**config.mk**
```make
export PLATFORM = sky130hd
export DESIGN_NAME = mpi_fifo
export DESIGN_NICKNAME = d
export VERILOG_FILES = /design/src/hdl/merged_palette_indexer_defines.svh /design/src/hdl/mpi_pkg.sv /design/src/hdl/mpi_fifo.sv
export SDC_FILE = /design/constraint.sdc
export NUM_CORES = 1
export LEC_CHECK = 0
export BUFFER_PORTS_ARGS = -buffer_cell sky130_fd_sc_hd__buf_2
export CELL_PAD_IN_SITES_DETAIL_PLACEMENT = 0
export CELL_PAD_IN_SITES_GLOBAL_PLACEMENT = 1
export CORE_MARGIN = 5
export CORE_UTILIZATION = 30
export CTS_CLUSTER_SIZE = 20
export DETAILED_ROUTE_END_ITERATION = 12
export GPL_TIMING_DRIVEN = 0
export PLACE_DENSITY_LB_ADDON = 0.2
export RECOVER_POWER = 100
export SLEW_MARGIN = 15
export SYNTH_ARGS = -nofsm -noshare
export SYNTH_HDL_FRONTEND = slang
export SYNTH_SLANG_ARGS = --single-unit
```
**constraint.sdc**
```tcl
create_clock -name clk_i -period 1.8 [get_ports clk_i]
set_input_delay 0.09 -clock clk_i [delete_from_list [all_inputs] [get_ports clk_i]]
set_output_delay 0.09 -clock clk_i [all_outputs]
set_load 0.03 [all_outputs]
```
**src/hdl/merged_palette_indexer_defines.svh**
```systemverilog
// Assertion macros for the merged palette indexer execution engine (mpi_back)
`ifndef MERGED_PALETTE_INDEXER_DEFINES_SVH
`define MERGED_PALETTE_INDEXER_DEFINES_SVH

// same-cycle implication
`define MPI_ASSERT_NOW(lbl, ante, cons, msg) \
  lbl: assert property (@(posedge clk_i) disable iff (!rst_ni) (ante) |-> (cons)) \
    else $error(msg);

// next-cycle implication
`define MPI_ASSERT_NEXT(lbl, ante, cons, msg) \
  lbl: assert property (@(posedge clk_i) disable iff (!rst_ni) (ante) |=> (cons)) \
    else $error(msg);

`endif

```
**src/hdl/mpi_pkg.sv**
```systemverilog
// Types and constants of the merged palette indexer
package mpi_pkg;

  localparam logic [1:0] OP_LOAD  = 2'd0;
  localparam logic [1:0] OP_PIXEL = 2'd1;
  localparam logic [1:0] OP_CLEAR = 2'd2;

  localparam int unsigned SRC_DEPTH    = 256;
  localparam int unsigned MIN_REPORTED = 16;

  typedef struct packed {
    logic [1:0] opcode;
    logic [7:0] source_index;
    logic [7:0] red;
    logic [7:0] green;
    logic [7:0] blue;
    logic       end_of_image;
  } mpi_in_t;

  typedef struct packed {
    logic [7:0] merged_index;
    logic       new_color;
    logic       overflow;
    logic [8:0] color_count;
    logic [8:0] reported_count;
    logic       image_done;
  } mpi_out_t;

  typedef enum logic [2:0] {
    ST_IDLE,
    ST_SRC,
    ST_FETCH,
    ST_CMP,
    ST_EMIT
  } mpi_state_e;

endpackage

```
**src/hdl/mpi_fifo.sv**
```systemverilog
// Two-entry item queue with push/full and pop/empty sides
module mpi_fifo import mpi_pkg::*; #(
  parameter int unsigned WIDTH = 8
) (
  input  logic             clk_i,
  input  logic             rst_ni,
  input  logic             push_i,
  input  logic [WIDTH-1:0] data_i,
  output logic             full_o,
  input  logic             pop_i,
  output logic [WIDTH-1:0] data_o,
  output logic             empty_o
);

  logic [WIDTH-1:0] slot_q [2];
  logic             wptr_q, rptr_q;
  logic [1:0]       cnt_q;
  logic             do_push, do_pop;

  assign full_o  = (cnt_q == 2'd2);
  assign empty_o = (cnt_q == 2'd0);
  assign do_push = push_i && !full_o;
  assign do_pop  = pop_i && !empty_o;
  assign data_o  = slot_q[rptr_q];

  always_ff @(posedge clk_i) begin
    if (do_push) begin
      slot_q[wptr_q] <= data_i;
    end
  end

  always_ff @(posedge clk_i or negedge rst_ni) begin
    if (!rst_ni) begin
      wptr_q <= 1'b0;
      rptr_q <= 1'b0;
      cnt_q  <= 2'd0;
    end else begin
      if (do_push) wptr_q <= !wptr_q;
      if (do_pop)  rptr_q <= !rptr_q;
      cnt_q <= cnt_q + {1'b0, do_push} - {1'b0, do_pop};
    end
  end

endmodule

```
==> results of run 1 <==
worst max-delay path: stages, from the launching register on:
cell and delay [ns]:
dfrtp_1 0.42, nand2b_1 0.13, nand2_1 0.12, nor2_1 0.53
repair_timing:
item / in CTS / in global routing
endpoints found under the hold margin: 20 / 0
hold buffers: 9 / 0
endpoints found under the setup margin: 0 / 0
sequential cells by signal, indices dropped and copies added (netlist names):
name,cells
cnt_q,2
rptr_q,1
wptr_q,1
slot_q,16
logic make-up after synthesis:
| kind of cell | count (synthesis) |
|---|---|
| xor gates and xnor gates | 4 |
| adders and majority gates | 2 |
| buffers and inverters | 3 |
| DFF | 20 |
| muxes | 8 |
| and+or+nand+nor | 6 |
metal layers:
metal / GRT usage / wire length (um)
met1: 0.105 / 583
met2: 0.124 / 527
met3: 0.0234 / 125
met4: 0.0464 / 0
met5: 0 / 0
layout make-up:
class,count,area share
inverters,2,0.00721
plain buffers,1,0.00481
clock inverters,1,0.0288
multi-input cells,20,0.175
clock buffers,3,0.0216
repair buffers,30,0.168
flip-flops and latches,20,0.558
well taps,30,0.0361
through the flow:
step	hold WS, ns	area (um2)
floorplan	-0.206	778
global placement	-0.0964	921
detailed placement	-0.0946	921
CTS	0.102	1060
global route	0.120	1040
finish	0.122	1040
cells in the final DEF, fill, tap and decap left out:
master / count
dfrtp_1: 4
nor2b_2: 1
bufinv_16: 1
clkbuf_4: 3
xor2_1: 1
clkbuf_2: 1
nand2_1: 1
nor2_1: 2
mux2_2: 8
clkbuf_1: 16
nand2b_1: 1
edfxtp_1: 16
buf_2: 5
inv_1: 2
dlygate4sd3_1: 9
xnor2_1: 3
and3_1: 1
ha_1: 2
power by group:
group	internal [W]	switching, W	total, W
Combinational	0.000237	0.000437	0.000674
Clock	0.000225	0.000129	0.000354
Sequential	0.000647	0.0000460	0.000693
Total	0.00111	0.000612	0.00172
worst paths after layout:
kind	slack, ns	cells past startpoint	end	start
min reg2reg	0.50	1	wptr_q	wptr_q
max reg2reg	0.25	3	slot_q[0][0]	cnt_q[1]
max	0.25	3	slot_q[0][0]	cnt_q[1]
max in group asynchronous	1.47	2	cnt_q[1]	rst_ni
min	0.12	3	wptr_q	push_i
min in group asynchronous	0.15	2	cnt_q[0]	rst_ni
==> results.md, run 1 <==
* DP Cell Count at 94
* Max clock buf depth at 2
* CTS tree: yes
* Ant. Diodes at 0
* Clk Latency, worst-skew pair at 0.29 ns
* Multi-input gate area at 183 um2
* Final setup viols at 0
* Initial Util at 0.313
* Synthesized area per cell at 18.0 um2
* Drt wl/cell at 11.6 um
* H-tree lvl count at 1
* Ranking of synthesized cells by area: edfxtp_1 (62%), dfrtp_1 (13%), mux2_2 (12%)
* Routed Antenna Nets at 0
* Status: finished, final reports clean
* HP Class: in2reg
* Tmin final at 1.55 ns
* Routed wire length at 1240 um
* Fin. max-slew vios at 0
* Port bufs at 21
* Die Span X at 60.9 um
* Worst-path maximum fanout at 8
* Top cell type's share of synthesized area at 0.619
* Row count at 18
* Vias at 428
* CTS Buf Count at 3
* Final std cells w/o fill at 107
* Worst clock skew at 0.00479 ns
* Initial drt markers at 5
* Drt pass-1 iters at 2
* GRT Overall Usage at 0.0819
* WP data required at 1.73 ns
* Vias/cell at 4.00
* Synth Area in XOR/XNOR at 0.0452
* Mapped cell area at 776 um2
* # resized after CTS at 0
* Root Driver: clkbuf_4
* Vias in the first global route at 509
* Synth Area in Compound Gates at 0
* GP Congestion at 0.722
* DRC viols at 0
* YS warnings at 0
* Final net count at 92
* Post-CTS Setup Bufs at 0
* Final Core Density at 0.420
* Final worst path period share at 0.861
* PD cells at 1650 nW/um2
* Total design power at 0.00172 W
* IO Pins at 22
* Layout area overhead at 34.2%
* Post-Synth Adder-Cell Area at 0.0323
* Max Cap Viol at 0
* Mux share of post-synthesis cell area at 0.116
* Worst vdd ir at 0.857 mV
* Hold Vio Cnt, Final at 0
* CP Launch Type: flop
* Slew @ Worst Pin at 0.664 ns
* FILL cells at 244
* Sequential share of the synthesized area at 0.748
* Most frequent cell after synthesis: edfxtp_1
* Largest family of logic cells by synthesized area: multiplexers
* Worst-path clk slew at 0.10 ns
* Fin worst setup slack at 0.250 ns
* Arr. time, crit path at 1.48 ns
* Register area at 581 um2
* Synth top cells by count: edfxtp_1 (16), mux2_2 (8), dfrtp_1 (4)
* Dpl ws at 0.203 ns
* Syn_nets at 57
* Static Leak at 0.393 nW
* Post-Syn Instances at 43
* Top_reg_cell synth: edfxtp_1
* First-pass GRT wire length at 2130 um
* Total gr overflow at 0
* Area of the die at 3700 um2
* Largest net degree at the start of global routing at 13
* Worst slew margin at 0.556
* Post-synth EDFFs at 16
* RSZ-0062 raised after global routing: no
* Seq cells post-synth at 20
* Synth area leader: edfxtp_1
* Unique masters post-synth at 13
* Crit end category: flop
* Simple-gate share of the synthesized area at 0.0419
* Core area at 2480 um2
* Num Clock Sinks at 20
* Crit path kind: reg2reg
* F_max at 645 MHz
* Share of synthesized registers carrying an async set or reset at 0.200
* Setup TNS at 0 ns
* Layout cells sized above 1 at 0.247
* Die H at 60.9 um
* Initial antenna violation count at 0
No activity file was read; power rests on OpenSTA's default activity.
==> run 2, diff against run 1 <==
- ABC_AREA: not set -> 1
==> run 2 against run 1 <==
Effect of this change:
- combinational power up 15%
- worst setup slack got worse by 0.053 ns
- utilization decreased by 2.4 points
- clock skew increased by 0.0025 ns
- clock power down 28%
- global-route usage increased by 0.19 points
- routed wire length is 26% higher
- fmax shrank 3.3%
- sequential share of layout area decreased by 1.8 points
- final area up 3.2%
- non-clock buffer count did not move
- critical endpoint is now slot_q[1][4]
- largest power group is now combinational logic
==> results.md, run 2 <==
* Crit path kind: reg2reg
* Final setup viols at 0
* Most frequent cell after synthesis: nand2_1
* Most frequent cells in the layout: nand2_1 (37), clkbuf_1 (16), edfxtp_1 (16)
* PD cells at 1590 nW/um2
* Status: finished, final reports clean
* Setup TNS at 0 ns
* Crit end category: flop
* Slew @ Worst Pin at 0.781 ns
* # resized after CTS at 0
* Max FFs per register at 16
* Vias in the first global route at 564
* Drt wl/cell at 11.1 um
* First-pass GRT wire length at 2540 um
* Vias/cell at 4.17
* Arr. time, crit path at 1.53 ns
* Port bufs at 21
* Final worst path period share at 0.891
* H-tree lvl count at 1
* Ranking of synthesized cells by area: edfxtp_1 (58%), nand2_1 (16%), dfrtp_1 (12%)
* GP Congestion at 0.646
* Final Core Density at 0.397
* Sequential share of the synthesized area at 0.699
* HP Class: in2reg
* Register area at 581 um2
* Max Cap Viol at 0
* Top_reg_cell synth: edfxtp_1
* Worst reg2reg startpoint: cnt_q[1]
* Drt pass-1 iters at 2
* Total gr overflow at 0
* Hold Vio Cnt, Final at 0
* Area of the die at 3920 um2
* Clk Latency, worst-skew pair at 0.29 ns
* Unique masters post-synth at 12
* Routed wire length at 1550 um
* Post-Syn Instances at 75
* CTS Buf Count at 3
* IO Pins at 22
* Top cell type's share of synthesized area at 0.578
* Die Span X at 62.6 um
* Layout cells sized above 1 at 0.101
* Post-synth EDFFs at 16
* YS warnings at 0
* Vias at 584
* Top flop regs: slot_q: 16 flops, cnt_q: 2 flops
* Num Clock Sinks at 20
* RSZ-0062 raised after global routing: no
* HPWL Detailed at 1050 um
* HP Start: pop_i
* Synth top cells by count: nand2_1 (35), edfxtp_1 (16), inv_1 (9)
* Final net count at 124
* Worst-path clk slew at 0.11 ns
* Root Driver: clkbuf_4
* Top reg by flops: slot_q
* Share of synthesized registers carrying an async set or reset at 0.200
* Worst vdd ir at 0.693 mV
* GRT Overall Usage at 0.0838
* Core area at 2710 um2
* Mapped cell area at 831 um2
* Die H at 62.6 um
* Post-CTS Setup Bufs at 0
* Fin. max-slew vios at 0
* Worst slew margin at 0.478
* Multi-input gate area at 188 um2
* Largest net degree at the start of global routing at 12
* Static Leak at 0.491 nW
* WP data required at 1.73 ns
* Routed Antenna Nets at 0
* Seq cells post-synth at 20
* Setup crit start: cnt_q[1]
* Synth area leader: edfxtp_1
* Commonest non-fill, non-tap cell in the layout: nand2_1
* Syn_nets at 89
* Synthesized area per cell at 11.1 um2
* Worst-path maximum fanout at 8
* DRC viols at 0
* Layout area overhead at 29.4%
* Initial drt markers at 14
* FILL cells at 294
* Row count at 19
* Initial Util at 0.307
* CTS tree: yes
* F_max at 624 MHz
* Ant. Diodes at 0
* CP Launch Type: flop
* Initial antenna violation count at 0
* Tmin final at 1.60 ns
* Worst clock skew at 0.00733 ns
* Max clock buf depth at 2
run 2: cell count changes in the layout (fill, tap and decap cells not counted), moves of 2 or more:
| cell | previous run | this run |
|---|---|---|
| buf_2 | 5 | 3 |
| inv_1 | 2 | 10 |
| mux2_2 | 8 | 0 |
| nand2_1 | 1 | 37 |
| nand3_1 | 0 | 2 |
| xnor2_1 | 3 | 0 |
run 2: final cells by class:
type | instances | area share
buffer | 1 | 0.0105
inverter | 11 | 0.0431
clock buffer | 4 | 0.0338
multi-input combinational | 43 | 0.175
sequential | 20 | 0.540
tap | 31 | 0.0361
timing repair buffer | 30 | 0.162
run 2: final timing paths:
| kind | cells after the start | slack (ns) | endpoint |
|---|---|---|---|
| worst min-delay path | 3 | 0.04 | rptr_q |
| max in group asynchronous | 2 | 1.46 | rptr_q |
| worst max register to register | 3 | 0.20 | slot_q[1][4] |
| min in group asynchronous | 2 | 0.15 | cnt_q[0] |
| worst max-delay path | 3 | 0.20 | slot_q[1][4] |
| worst min register to register | 2 | 0.48 | wptr_q |
run 2: critical path: stages, from the launching register on:
cell and delay, ns:
dfrtp_1 0.42, nand2_1 0.12, nand2_1 0.10, nor2_1 0.61
run 2: where the power goes:
group / internal [W] / switching [W]
registers: 0.000643 / 0.0000406
clock network: 0.000123 / 0.000131
logic: 0.000201 / 0.000574
run 2: logic make-up (layout without fill, tap and decap cells):
kind of cell,count (synthesis),in the layout,share of synthesized area
fa+ha+maj,2,2,0.0301
buf+inv,12,46,0.0693
flops,20,20,0.699
simple gates,41,41,0.202
run 2: through the flow:
step | power, W | hold WS [ns] | cell area (um2) | instances | worst slack, ns
2_1_floorplan | 0.00129 | -0.206 | 831 | 75 | 0.498
3_3_place_gp | 0.00150 | -0.0934 | 975 | 127 | 0.243
3_5_place_dp | 0.00152 | -0.0950 | 975 | 127 | 0.197
4_1_cts | 0.00179 | 0.0327 | 1100 | 140 | 0.181
5_1_grt | 0.00186 | 0.0488 | 1070 | 140 | 0.0621
6_report | 0.00171 | 0.0429 | 1070 | 140 | 0.197
run 2: layer usage:
metal	vias to the layer above	global-route usage	routed length, um	part of all wire
met4	0	0.0398	17	0.011
met3	2	0.0306	85	0.055
met2	11	0.131	733	0.47
met5	-	0	0	0
met1	264	0.102	717	0.46
li1	307	-	-	-
run 2: repair_timing:
item                                    in CTS  in global routing
hold endpoints to repair                    20                  0
hold buffers                                 9                  0
endpoints found under the setup margin       0                  0
==> run 3, diff against run 2 <==
- MAX_ROUTING_LAYER: not set -> met4
- PLACE_DENSITY_LB_ADDON: 0.2 -> 0.1
==> run 3 against run 2 <==
Effect of this change:
- total power shrank 2.9%
- worst setup slack better by 0.052 ns
- critical path type unchanged
- routed wire length down 3.3%
- largest power group unchanged
- critical endpoint is now slot_q[1][5]
- final area is 0.93% lower
==> results.md, run 3 (synthesis results as in run 2) <==
* Worst-path clk slew at 0.10 ns
* Multi-input gate area at 188 um2
* Initial antenna violation count at 0
* Worst vdd ir at 0.783 mV
* Max Cap Viol at 0
* GRT Overall Usage at 0.0887
* GP Congestion at 0.680
* Buf/Inv on CP at 0
* Final Core Density at 0.393
* CTS Buf Count at 3
* Die Span X at 62.6 um
* IO Pins at 22
* DRC viols at 0
* Post-route met1 wirelength at 633 um
* WL met3 at 97 um
* H-tree lvl count at 1
* Fin. max-slew vios at 0
* FILL cells at 297
* Ant. Diodes at 0
* Max FFs per register at 16
* Vias in the first global route at 596
* Total gr overflow at 0
* Layout cells sized above 1 at 0.101
* Tmin final at 1.55 ns
* Crit-path cells: nand2_1 -> nand2_1 -> nor2_1
* First-pass GRT wire length at 2600 um
* Status: finished, final reports clean
* Vias at 571
* Final net count at 124
* R2r endpoint: slot_q[1][5]
* HP Start: pop_i
* Largest delay share family, worst path: simple AND/OR/NAND/NOR gates
* Core area at 2710 um2
* Initial Util at 0.307
* Post-CTS Setup Bufs at 0
* Layout area overhead at 28.2%
* Port bufs at 21
* Max layer used: met4
* Root Driver: clkbuf_4
* Commonest non-fill, non-tap cell in the layout: nand2_1
* Num Clock Sinks at 20
* Worst clock skew at 0.00112 ns
* Met2 wire length at 752 um
* CTS tree: yes
* Final worst path period share at 0.862
* Worst path slowest cell: nor2_1
* Final hold slack at 0.0499 ns
* RSZ-0062 raised after global routing: no
* Arr. time, crit path at 1.48 ns
* Top reg by flops: slot_q
* Hold Path End: rptr_q
* Worst slew margin at 0.532
* Max clock buf depth at 2
* WP data required at 1.73 ns
* Crit path kind: reg2reg
* Worst-path maximum fanout at 8
* Most frequent cells in the layout: nand2_1 (37), clkbuf_1 (16), edfxtp_1 (16)
* Area of the die at 3920 um2
* Initial drt markers at 6
* Vias/cell at 4.08
* HP Class: in2reg
* Crit end category: flop
* Hold Vio Cnt, Final at 0
* Clk Latency, worst-skew pair at 0.29 ns
* Drt wl/cell at 10.7 um
* Largest net degree at the start of global routing at 12
* Total design power at 0.00166 W
* Row count at 19
* PD cells at 1560 nW/um2
* Slew @ Worst Pin at 0.699 ns
* Setup TNS at 0 ns
* HPWL Detailed at 1100 um
* Final setup viols at 0
* Flop-to-flop setup slack at 0.25 ns
* Top flop regs: slot_q: 16 flops, cnt_q: 2 flops
* Critical Path Max Stage Delay at 0.55 ns
* Worst reg2reg startpoint: cnt_q[1]
* Routed wire length at 1500 um
* Reg2reg path depth at 3
* F_max at 645 MHz
* Static Leak at 0.484 nW
* Register area at 581 um2
* Routed Antenna Nets at 0
* Worst Hold Depth at 3
* Crit path top cell by count: nand2_1
* Die H at 62.6 um
* CP Launch Type: flop
* Drt pass-1 iters at 3
[run 3: worst max-delay path by stage]
| stage | start | endpoint | slack (ns) | cells past startpoint |
|---|---|---|---|---|
| 3_3_place_gp | cnt_q[1] | slot_q[1][3] | 0.22 | 3 |
| 4_1_cts | cnt_q[1] | slot_q[1][3] | 0.23 | 3 |
| 6_report | cnt_q[1] | slot_q[1][5] | 0.25 | 3 |
| 2_1_floorplan | cnt_q[1] | cnt_q[1] | 0.50 | 9 |
| 5_1_grt | cnt_q[1] | slot_q[1][6] | 0.13 | 3 |
| 3_5_place_dp | cnt_q[0] | slot_q[1][3] | 0.25 | 4 |
[run 3: power by group]
part	internal (W)	leakage, nW	switching [W]	total [W]
Sequential	0.000643	0.197	0.0000437	0.000687
Clock	0.0000806	0.0154	0.000124	0.000205
Combinational	0.000203	0.272	0.000569	0.000772
Total	0.000927	0.484	0.000737	0.00166
[run 3: tightest hold or removal path, delay by kind of cell]
family | cells | cell delay [ns]
buf+inv | 1 | 0.11
simple gates | 2 | 0.11
[run 3: routing by layer]
layer | track usage | vias to the layer above
li1 | - | 306
met2 | 0.135 | 12
met3 | 0.0324 | 2
met5 | - | -
met1 | 0.101 | 251
met4 | 0.0477 | 0
[run 3: through the flow]
stage	cells	setup slack [ns]	cell area [um2]
final	140	0.249	1060
after global routing	140	0.128	1060
after floorplan	75	0.498	831
after global placement	127	0.223	975
after detailed placement	127	0.247	975
after CTS	140	0.231	1090
[run 3: final cells by class]
cell class                 count  share of cell area
sequential                    20               0.545
multi-input combinational     43               0.176
timing repair buffer          30               0.163
inverter                      11              0.0435
tap                           31              0.0364
clock buffer                   3              0.0212
buffer                         1              0.0106
clock inverter                 1             0.00353
[run 3: repair_timing]
item | in CTS | in global routing
hold buffers | 9 | 0
gates resized for setup | 0 | 0
hold endpoints to repair | 20 | 0
